==> config.mk <==
export PLATFORM = sky130hd
export DESIGN_NAME = texel_format_decoder
export DESIGN_NICKNAME = d
export VERILOG_FILES = /design/src/tfd_pkg.sv /design/src/texel_format_decoder.sv /design/src/tfd_convert.sv
export SDC_FILE = /design/constraint.sdc
export NUM_CORES = 2
export LEC_CHECK = 0
export ABC_AREA = 1
export BUFFER_PORTS_ARGS = -buffer_cell sky130_fd_sc_hd__buf_2
export CAP_MARGIN = 10
export CORE_UTILIZATION = 35
export DETAILED_ROUTE_END_ITERATION = 7
export SYNTH_ARGS = -nofsm -noshare
export SYNTH_HDL_FRONTEND = slang
export SYNTH_HIERARCHICAL = 1
export SYNTH_SLANG_ARGS = --single-unit
export TNS_END_PERCENT = 10
==> constraint.sdc <==
create_clock -name i_clk -period 10.98 [get_ports i_clk]
set_input_delay 3.294 -clock i_clk [delete_from_list [all_inputs] [get_ports i_clk]]
set_output_delay 3.294 -clock i_clk [all_outputs]
set_load 0.01 [all_outputs]
==> src/tfd_pkg.sv <==
package tfd_pkg;

    typedef struct packed {
        logic [63:0] texel_high;
        logic [63:0] texel_low;
    } t_texel_in;

    typedef struct packed {
        logic [31:0] red;
        logic [31:0] green;
        logic [31:0] blue;
        logic [31:0] alpha;
    } t_texel_out;

    localparam logic [4:0] FMT_R8_UNORM      = 5'd0;
    localparam logic [4:0] FMT_RG8_UNORM     = 5'd1;
    localparam logic [4:0] FMT_RG8_SNORM     = 5'd2;
    localparam logic [4:0] FMT_RGBA8_UNORM   = 5'd3;
    localparam logic [4:0] FMT_RGBA8_SNORM   = 5'd4;
    localparam logic [4:0] FMT_BGRA8_UNORM   = 5'd5;
    localparam logic [4:0] FMT_BGRA8_SNORM   = 5'd6;
    localparam logic [4:0] FMT_A2B10G10R10   = 5'd7;
    localparam logic [4:0] FMT_A2R10G10B10   = 5'd8;
    localparam logic [4:0] FMT_B10G11R11_UF  = 5'd9;
    localparam logic [4:0] FMT_E5B9G9R9_UF   = 5'd10;
    localparam logic [4:0] FMT_R16_UNORM     = 5'd11;
    localparam logic [4:0] FMT_R16_HALF      = 5'd12;
    localparam logic [4:0] FMT_RG16_UNORM    = 5'd13;
    localparam logic [4:0] FMT_RG16_SNORM    = 5'd14;
    localparam logic [4:0] FMT_RG16_HALF     = 5'd15;
    localparam logic [4:0] FMT_RGBA16_UNORM  = 5'd16;
    localparam logic [4:0] FMT_RGBA16_SNORM  = 5'd17;
    localparam logic [4:0] FMT_RGBA16_HALF   = 5'd18;
    localparam logic [4:0] FMT_R32_FLOAT     = 5'd19;
    localparam logic [4:0] FMT_R32_UINT      = 5'd20;
    localparam logic [4:0] FMT_RG32_FLOAT    = 5'd21;
    localparam logic [4:0] FMT_RGBA32_FLOAT  = 5'd22;
    localparam logic [4:0] FMT_UNDEFINED     = 5'd23;

    localparam logic [31:0] ONE_BITS     = 32'h3f80_0000;
    localparam logic [31:0] NEG_ONE_BITS = 32'hbf80_0000;
    localparam logic [31:0] INF_BITS     = 32'h7f80_0000;
    localparam logic [31:0] QNAN_BITS    = 32'h7fc0_0000;

    // A value v / (2^n - 1) is the binary fraction 0.vvv... with v repeated.
    // The stream holds that fraction; the leading one sits in its top 16 bits.
    // The tail never ends in a tie, so rounding needs only the guard bit.
    function automatic logic [31:0] rep_to_f32(input logic [47:0] s, input logic neg);
        logic [4:0]  lz;
        logic        found;
        logic [47:0] sh;
        logic [24:0] m;
        logic [7:0]  ex;
        lz = 5'd0;
        found = 1'b0;
        for (int i = 0; i < 16; i++) begin
            if (!found && s[47-i]) begin
                lz = i[4:0];
                found = 1'b1;
            end
        end
        sh = s << lz;
        m = {1'b0, sh[47:24]} + {24'd0, sh[23]};
        ex = 8'd126 - {3'b000, lz};
        if (!found) begin
            return 32'h0;
        end
        if (m[24]) begin
            return {neg, ex + 8'd1, 23'h0};
        end
        return {neg, ex, m[22:0]};
    endfunction

    function automatic logic [31:0] unorm2(input logic [1:0] v);
        return rep_to_f32({24{v}}, 1'b0);
    endfunction

    function automatic logic [31:0] unorm8(input logic [7:0] v);
        return rep_to_f32({6{v}}, 1'b0);
    endfunction

    function automatic logic [31:0] unorm10(input logic [9:0] v);
        logic [49:0] t;
        t = {5{v}};
        return rep_to_f32(t[49:2], 1'b0);
    endfunction

    function automatic logic [31:0] unorm16(input logic [15:0] v);
        return rep_to_f32({3{v}}, 1'b0);
    endfunction

    function automatic logic [31:0] snorm8(input logic [7:0] v);
        logic [7:0]  mag;
        logic [48:0] t;
        mag = v[7] ? (8'd0 - v) : v;
        t = {7{mag[6:0]}};
        if (v == 8'h80) begin
            return NEG_ONE_BITS;
        end
        return rep_to_f32(t[48:1], v[7]);
    endfunction

    function automatic logic [31:0] snorm16(input logic [15:0] v);
        logic [15:0] mag;
        logic [59:0] t;
        mag = v[15] ? (16'd0 - v) : v;
        t = {4{mag[14:0]}};
        if (v == 16'h8000) begin
            return NEG_ONE_BITS;
        end
        return rep_to_f32(t[59:12], v[15]);
    endfunction

    // m * 2^k with a nonzero m of at most ten bits; eb is 127 + k.
    function automatic logic [31:0] exact_small(input logic [9:0] m, input logic [7:0] eb);
        logic [3:0]  p;
        logic [23:0] t;
        p = 4'd0;
        for (int i = 0; i < 10; i++) begin
            if (m[i]) begin
                p = i[3:0];
            end
        end
        t = {1'b0, m, 13'd0} << (4'd10 - p);
        if (m == 10'd0) begin
            return 32'h0;
        end
        return {1'b0, eb + {4'd0, p}, t[22:0]};
    endfunction

    function automatic logic [31:0] half_to_f32(input logic [15:0] h);
        logic [4:0]  ex;
        logic [9:0]  man;
        logic [31:0] r;
        ex = h[14:10];
        man = h[9:0];
        if (ex == 5'd0) begin
            r = exact_small(man, 8'd103);
        end else if (ex == 5'h1f) begin
            r = (man == 10'd0) ? INF_BITS : QNAN_BITS;
        end else begin
            r = {1'b0, {3'b000, ex} + 8'd112, man, 13'd0};
        end
        return {h[15], r[30:0]};
    endfunction

    function automatic logic [31:0] packed6(input logic [5:0] man, input logic [4:0] ex);
        if (ex == 5'd0) begin
            return exact_small({4'd0, man}, 8'd107);
        end
        if (ex == 5'h1f) begin
            return (man == 6'd0) ? INF_BITS : QNAN_BITS;
        end
        return {1'b0, {3'b000, ex} + 8'd112, man, 17'd0};
    endfunction

    function automatic logic [31:0] packed5(input logic [4:0] man, input logic [4:0] ex);
        if (ex == 5'd0) begin
            return exact_small({5'd0, man}, 8'd108);
        end
        if (ex == 5'h1f) begin
            return (man == 5'd0) ? INF_BITS : QNAN_BITS;
        end
        return {1'b0, {3'b000, ex} + 8'd112, man, 18'd0};
    endfunction

    function automatic logic [31:0] uint_to_f32(input logic [31:0] v);
        logic [4:0]  lz;
        logic        found;
        logic [31:0] sh;
        logic        up;
        logic [24:0] m;
        logic [7:0]  ex;
        lz = 5'd0;
        found = 1'b0;
        for (int i = 0; i < 32; i++) begin
            if (!found && v[31-i]) begin
                lz = i[4:0];
                found = 1'b1;
            end
        end
        sh = v << lz;
        up = sh[7] & ((|sh[6:0]) | sh[8]);
        m = {1'b0, sh[31:8]} + {24'd0, up};
        ex = 8'd158 - {3'b000, lz};
        if (!found) begin
            return 32'h0;
        end
        if (m[24]) begin
            return {1'b0, ex + 8'd1, 23'h0};
        end
        return {1'b0, ex, m[22:0]};
    endfunction

endpackage

==> src/texel_format_decoder.sv <==
// Channel  | Direction | Handshake            | Payload
// input    | in        | i_valid / o_stall    | i_data (t_texel_in)
// output   | out       | o_valid / i_stall    | o_data (t_texel_out)
// config   | in        | i_cfg_we             | i_cfg_wdata (format class)
//
// An accepted item is captured in the input register, then passes the decode
// logic into the result register, from which it leaves. One item is accepted
// every cycle while the output is not stalled. A stall on a full result
// register holds it, and o_stall rises when the input register is also
// occupied. Reset empties both stages and sets the format class to undefined.
module texel_format_decoder import tfd_pkg::*; (
    input  logic       i_clk,
    input  logic       i_rst_n,
    input  logic       i_cfg_we,
    input  logic [4:0] i_cfg_wdata,
    input  logic       i_valid,
    input  t_texel_in  i_data,
    output logic       o_stall,
    output logic       o_valid,
    output t_texel_out o_data,
    input  logic       i_stall
);

    logic [4:0] r_fmt;
    logic       r_in_v;
    t_texel_in  r_in;
    logic       r_out_v;
    t_texel_out r_out;
    t_texel_out n_out;
    logic       out_free;
    logic       in_free;

    tfd_convert u_convert (
        .i_fmt    (r_fmt),
        .i_texel  (r_in),
        .o_result (n_out)
    );

    assign out_free = !r_out_v || !i_stall;
    assign in_free  = !r_in_v || out_free;
    assign o_stall  = !in_free;
    assign o_valid  = r_out_v;
    assign o_data   = r_out;

    always_ff @(posedge i_clk) begin
        if (!i_rst_n) begin
            r_fmt <= FMT_UNDEFINED;
        end else if (i_cfg_we) begin
            r_fmt <= i_cfg_wdata;
        end
    end

    always_ff @(posedge i_clk) begin
        if (!i_rst_n) begin
            r_in_v  <= 1'b0;
            r_out_v <= 1'b0;
        end else begin
            if (in_free) begin
                r_in_v <= i_valid;
            end
            if (out_free) begin
                r_out_v <= r_in_v;
            end
        end
    end

    always_ff @(posedge i_clk) begin
        if (in_free && i_valid) begin
            r_in <= i_data;
        end
        if (out_free && r_in_v) begin
            r_out <= n_out;
        end
    end

endmodule

==> src/tfd_convert.sv <==
module tfd_convert import tfd_pkg::*; (
    input  logic [4:0] i_fmt,
    input  t_texel_in  i_texel,
    output t_texel_out o_result
);

    logic [63:0] lo;
    logic [63:0] hi;
    logic [31:0] p;
    logic [7:0]  ebase;

    assign lo = i_texel.texel_low;
    assign hi = i_texel.texel_high;
    assign p = lo[31:0];
    assign ebase = 8'd103 + {3'b000, p[31:27]};

    always_comb begin
        o_result.red   = 32'h0;
        o_result.green = 32'h0;
        o_result.blue  = 32'h0;
        o_result.alpha = ONE_BITS;
        case (i_fmt)
            FMT_R8_UNORM: begin
                o_result.red = unorm8(lo[7:0]);
            end
            FMT_RG8_UNORM: begin
                o_result.red   = unorm8(lo[7:0]);
                o_result.green = unorm8(lo[15:8]);
            end
            FMT_RG8_SNORM: begin
                o_result.red   = snorm8(lo[7:0]);
                o_result.green = snorm8(lo[15:8]);
            end
            FMT_RGBA8_UNORM: begin
                o_result.red   = unorm8(lo[7:0]);
                o_result.green = unorm8(lo[15:8]);
                o_result.blue  = unorm8(lo[23:16]);
                o_result.alpha = unorm8(lo[31:24]);
            end
            FMT_RGBA8_SNORM: begin
                o_result.red   = snorm8(lo[7:0]);
                o_result.green = snorm8(lo[15:8]);
                o_result.blue  = snorm8(lo[23:16]);
                o_result.alpha = snorm8(lo[31:24]);
            end
            FMT_BGRA8_UNORM: begin
                o_result.red   = unorm8(lo[23:16]);
                o_result.green = unorm8(lo[15:8]);
                o_result.blue  = unorm8(lo[7:0]);
                o_result.alpha = unorm8(lo[31:24]);
            end
            FMT_BGRA8_SNORM: begin
                o_result.red   = snorm8(lo[23:16]);
                o_result.green = snorm8(lo[15:8]);
                o_result.blue  = snorm8(lo[7:0]);
                o_result.alpha = snorm8(lo[31:24]);
            end
            FMT_A2B10G10R10: begin
                o_result.red   = unorm10(p[9:0]);
                o_result.green = unorm10(p[19:10]);
                o_result.blue  = unorm10(p[29:20]);
                o_result.alpha = unorm2(p[31:30]);
            end
            FMT_A2R10G10B10: begin
                o_result.red   = unorm10(p[29:20]);
                o_result.green = unorm10(p[19:10]);
                o_result.blue  = unorm10(p[9:0]);
                o_result.alpha = unorm2(p[31:30]);
            end
            FMT_B10G11R11_UF: begin
                o_result.red   = packed6(p[5:0], p[10:6]);
                o_result.green = packed6(p[16:11], p[21:17]);
                o_result.blue  = packed5(p[26:22], p[31:27]);
            end
            FMT_E5B9G9R9_UF: begin
                o_result.red   = exact_small({1'b0, p[8:0]}, ebase);
                o_result.green = exact_small({1'b0, p[17:9]}, ebase);
                o_result.blue  = exact_small({1'b0, p[26:18]}, ebase);
            end
            FMT_R16_UNORM: begin
                o_result.red = unorm16(lo[15:0]);
            end
            FMT_R16_HALF: begin
                o_result.red = half_to_f32(lo[15:0]);
            end
            FMT_RG16_UNORM: begin
                o_result.red   = unorm16(lo[15:0]);
                o_result.green = unorm16(lo[31:16]);
            end
            FMT_RG16_SNORM: begin
                o_result.red   = snorm16(lo[15:0]);
                o_result.green = snorm16(lo[31:16]);
            end
            FMT_RG16_HALF: begin
                o_result.red   = half_to_f32(lo[15:0]);
                o_result.green = half_to_f32(lo[31:16]);
            end
            FMT_RGBA16_UNORM: begin
                o_result.red   = unorm16(lo[15:0]);
                o_result.green = unorm16(lo[31:16]);
                o_result.blue  = unorm16(lo[47:32]);
                o_result.alpha = unorm16(lo[63:48]);
            end
            FMT_RGBA16_SNORM: begin
                o_result.red   = snorm16(lo[15:0]);
                o_result.green = snorm16(lo[31:16]);
                o_result.blue  = snorm16(lo[47:32]);
                o_result.alpha = snorm16(lo[63:48]);
            end
            FMT_RGBA16_HALF: begin
                o_result.red   = half_to_f32(lo[15:0]);
                o_result.green = half_to_f32(lo[31:16]);
                o_result.blue  = half_to_f32(lo[47:32]);
                o_result.alpha = half_to_f32(lo[63:48]);
            end
            FMT_R32_FLOAT: begin
                o_result.red = p;
            end
            FMT_R32_UINT: begin
                o_result.red = uint_to_f32(p);
            end
            FMT_RG32_FLOAT: begin
                o_result.red   = p;
                o_result.green = lo[63:32];
            end
            FMT_RGBA32_FLOAT: begin
                o_result.red   = p;
                o_result.green = lo[63:32];
                o_result.blue  = hi[31:0];
                o_result.alpha = hi[63:32];
            end
            default: begin
                o_result.alpha = ONE_BITS;
            end
        endcase
    end

endmodule

# Word level (Yosys, flattened, before mapping)
# Index checks and enable logic that the tools add are counted.
[op_classes]
addsub = 171
multipliers = 0
div_mod_pow = 0
magnitude_cmp = 0
n_eq_ne = 37
shifts = 56
mux = 3016
bitwise = 2
reduce_logical = 1351
[op_table]
columns = ["cell", "n"]
rows = [
  ["32-bit two-way mux", 220],
  ["48-bit by 5-bit << shifter with 48-bit output", 42],
  ["1-bit two-way mux", 2005],
  ["4-bit two-way mux", 366],
  ["24-bit by 1-bit adder with 25-bit output", 43],
  ["31-bit two-way mux", 22],
  ["32-bit one-hot mux with 21 select lines", 1],
  ["1-bit zero test", 665],
  ["1-bit logical AND", 663],
  ["3-bit two-way mux", 195],
  ["32-bit one-hot mux with 17 select lines", 1],
  ["5-bit two-way mux", 89],
  ["32-bit one-hot mux with 12 select lines", 1],
  ["8-bit by 1-bit adder with 8-bit output, second input constant", 43],
  ["7-bit by 5-bit subtractor with 8-bit output, first input constant", 42],
  ["32-bit one-hot mux with 10 select lines", 1],
  ["2-bit two-way mux", 100],
  ["23-bit two-way mux", 7],
  ["23-bit by 4-bit << shifter with 23-bit output", 7],
  ["7-bit by 4-bit adder with 8-bit output, first input constant", 10],
  ["5-bit equality test, second input constant", 14],
  ["22-bit by 4-bit << shifter with 23-bit output", 3],
  ["16-bit equality test, second input constant", 4],
  ["15-bit two-way mux", 4],
  ["26 further kinds", 85],
]
[totals]
ff_bits = 263
latch_bits = 0
ram_bits = 0
romBits = 0
in_bits = 138
out_inout_bits = 130
word_cells = 4642
mem_count = 0

# Depth between registers and ports, before layout
[depth]
ltp_word = 137
depth_mapped = 44
mapped_depth_nobuf = 40

# By module
# Netlist, hierarchy kept.
[by_module_without_submodules]
columns = ["module", "instances", "cells_each", "area_each_um2"]
rows = [
  ["tfd_convert", 1, 6585, 32822.7],
  ["texel_format_decoder", 1, 290, 7942.6],
]

# Worst setup path before layout
# No wires, ideal clock.
[synth_path]
path_type = "input to register"
from = "input port i_stall"
to = "register r_out, in the netlist o_data[0], enable pin"
setup_time_ns = 0.657
t_arrival_ns = 9.476
setup_slack_ns = 0.846
cell_stages = 1
n_path_buf = 0
path_cell_list = "a21oi_1"
[synth_between]
elab_chain_cells = 3
[synth_lines]
columns = ["element", "line_no", "rtl"]
rows = [
  ["from (decl)", "texel_format_decoder.sv:21", "input logic i_stall"],
  ["1-bit zero test", "texel_format_decoder.sv:39", "assign out_free = !r_out_v || !i_stall;"],
  ["1-bit logical OR", "texel_format_decoder.sv:39", ""],
  ["1-bit logical AND", "texel_format_decoder.sv:71", "if (out_free && r_in_v) begin"],
  ["to (signal assigned)", "texel_format_decoder.sv:72", "r_out <= n_out;"],
  ["to (decl)", "texel_format_decoder.sv:28", "t_texel_out r_out;"],
]
# No other way between the ends.
# A chain may end at the register's enable or synchronous reset.

==> out/summary.txt <==
DRC violations left: 9
Cell mode on critical path: inv_1
Total overflow reported by the global router: 0
Die area: 0.118 mm²
Post-synth top area share: 0.189
Remaining antenna violation count: 0
Core Rows: 124
Slowest cell on the critical path: edfxtp_1
R2R Path Start: r_in[31]$_DFFE_PP_
RSZ-0062 raised after global routing: no
Actual slew at the worst max-slew pin: 1.29 ns
Sink Count: 263
Initial antenna violation count: 17
CP Capture Type: flip-flop
Crit Path Class: reg2reg
Reg2reg end: o_data[83]$_DFFE_PP_
MaxCap Viol Count: 0
CP Data Required Time: 11.34 ns
Final min period: 7.58 ns
Final GP Congestion: 1.09
Endpoints failing setup: 0
Depth of the CTS H-tree: 2
# IOs: 268
Max_slew headroom: 0.131
Top FF cell, synth: edfxtp_1
Final period util: 0.690
Synth unique cells: 86
Pin count of the biggest net entering global routing: 70
Die Ht: 343 µm
Most frequent cells in the layout: 1803 x nand2_1, 764 x nor2_1, 738 x inv_1
Top post-synthesis cells by area: edfxtp_1 19%, nand2_1 17%, nand3_1 8.7%
Worst IR drop on VDD: 0.000114 V
Postcts setup bufs: 0
Fmax achieved: 0.132 GHz
Avg Cell Area, Syn: 5.93 µm²
Register area share after synthesis: 0.192
Slew Limit Fails: 0
Failing checks: design-rule violations
Gr usage total: 0.383
Status: finished, violations left
Mapped Nets: 7137
Resize count post-CTS: 0
Synth area leader: edfxtp_1
Layout cell share with drive strength beyond 1: 0.106
Worst R2R Setup Slack: 3.40 ns
Synthesized flop and latch total: 263
Via Count: 52500
CTS Hold Bufs: 0
First-pass GRT wire length: 332 mm
Clock Latency Late Sink: 0.61 ns
Core region area: 0.115 mm²
CTS Root Buffer Type: clkbuf_16
Post-synth EDFFs: 256
LEAKAGE: 20.0 nW
Worst-case clock buffer depth: 3
Crit path max fanout: 33
PwrDens: 109 mW/mm²
Hold Path Class: reg2reg
Clock Skew: 0.0230 ns
Area Overhead vs Synth: 9.87%
Async S/R FF share, synth: 0
Initial DRC Count: 8406
Die X: 343 µm
Vias in the first global route: 47000
Via density: 6.12
Starting Density: 0.355
TritonCTS Buffers: 36
Tot Pwr: 4.88 mW
Final nets: 7288
Gate Count Post-Synth: 6875
TritonCTS clock tree: built
WL per Instance: 27.5 µm
Final-report hold violation count: 0
CP Data Arrival Time: 7.94 ns
TNS Setup: 0 ns
Port Buffer Count: 267
Beginning of the critical path: r_in[31]$_DFFE_PP_
Yosys Warn Count: 6
Clk slew on worst S/H paths: 0.06 ns
R2R depth: 35
Drt first pass iters: 8
Commonest non-fill, non-tap cell in the layout: nand2_1
Fillers: 12700
DP HPWL: 191 mm
End point of the critical path: o_data[83]$_DFFE_PP_
Critical path startpoint category: flip-flop
WL final: 235 mm
Netlist Area Pre-Place: 0.0408 mm²
Critical path's largest stage delay: 1.03 ns
-- layer usage --
layer / track usage / up-vias / routed length (µm)
li1: - / 23700 / -
met1: 0.530 / 24600 / 96100
met2: 0.562 / 3618 / 96300
met3: 0.0983 / 611 / 31500
met4: 0.157 / 14 / 11400
met5: 0 / - / 93
-- worst max-delay path: cells and delay by family, from the launching register on --
kind | cells | cell delay (ns)
buffers and inverters | 12 | 1.94
adder cells (fa/ha/maj) | 3 | 0.81
AND/OR/NAND/NOR | 15 | 1.73
AO/OA/AOI/OAI | 5 | 1.81
flip-flops | 1 | 1.03
-- flip-flops by register name, summed over array words and instances, names as in the netlist --
signal   count
r_in_v       1
r_fmt        5
r_in       128
o_data     128
o_valid      1
-- power by group --
group,total [mW],switching (mW),internal [mW]
logic,2.43,1.81,0.627
registers,1.25,0.0548,1.19
clock network,1.20,0.533,0.665
-- kinds of logic (layout without fill, tap and decap cells) --
logic type,count (synthesis),in the layout,share of synthesized area
muxes,15,15,0.00368
adders and majority gates,124,124,0.0386
buffers and inverters,1078,1257,0.107
DFF,263,263,0.192
other,0,6,0
and+or+nand+nor,3873,3873,0.423
AOI/OAI and AO/OA,1342,1342,0.198
xor gates and xnor gates,180,180,0.0389
-- cells in the mapped netlist, types with 14 or more instances --
cell and count:
nand2_1 1803, nor2_1 770, inv_1 739, nand3_1 711, o21ai_0 567, edfxtp_1 256
a21oi_1 250, clkbuf_1 153, nor3_1 140, xor2_1 140, nand4_1 135, ha_1 121
o211ai_1 91, nor2_2 58, a31oi_1 55, o21ai_1 55, buf_2 53, inv_2 53
o2111ai_1 47, nor4_1 43, a211oi_1 42, nand2_2 41, xnor2_1 39, nor2_4 34
a221oi_1 33, or2_2 31, o22ai_1 30, o31ai_1 30, o221ai_1 26, nand3_2 22
clkinv_1 21, buf_6 19, buf_4 18, o21bai_1 18, buf_1 17, nand3b_1 16
mux2i_1 15, nand2_4 14, nor3_2 14
-- stage by stage --
| stage | utilization | std cells | setup WS (ns) | area (µm²) | hold slack (ns) |
|---|---|---|---|---|---|
| after floorplan | - | 6875 | 0.846 | 40800 | 0.448 |
| after global placement | 0.379 | 8499 | 3.89 | 43600 | 0.507 |
| after detailed placement | 0.379 | 8500 | 3.77 | 43600 | 0.511 |
| after CTS | 0.389 | 8566 | 3.74 | 44800 | 0.522 |
| after global routing | 0.389 | 8566 | 3.26 | 44800 | 0.559 |
| final | 0.390 | 8572 | 3.40 | 44800 | 0.522 |
-- final cells by class --
class                           instances  area, µm²  area share
Antenna cell                            6       15.0    0.000335
Clock buffer                           38        908      0.0203
Clock inverter                         28        264     0.00589
Inverter                              816       3080      0.0687
Multi-Input combinational cell       5534      28700       0.640
Sequential cell                       263       7830       0.175
Tap cell                             1512       1890      0.0422
Timing Repair Buffer                  375       2140      0.0479
-- worst min-delay path by stage --
stage / startpoint / endpoint / cells after the start
2_1_floorplan: r_in_v$_SDFFE_PN0P_ / o_valid$_SDFFE_PN0P_ / 2
3_3_place_gp: o_valid$_SDFFE_PN0P_ / o_valid$_SDFFE_PN0P_ / 2
3_5_place_dp: o_valid$_SDFFE_PN0P_ / o_valid$_SDFFE_PN0P_ / 2
4_1_cts: o_valid$_SDFFE_PN0P_ / o_valid$_SDFFE_PN0P_ / 2
5_1_grt: r_fmt[1]$_SDFFE_PN1P_ / r_fmt[1]$_SDFFE_PN1P_ / 2
6_report: o_valid$_SDFFE_PN0P_ / o_valid$_SDFFE_PN0P_ / 2
Note: power is estimated with default switching activity, not from simulation.
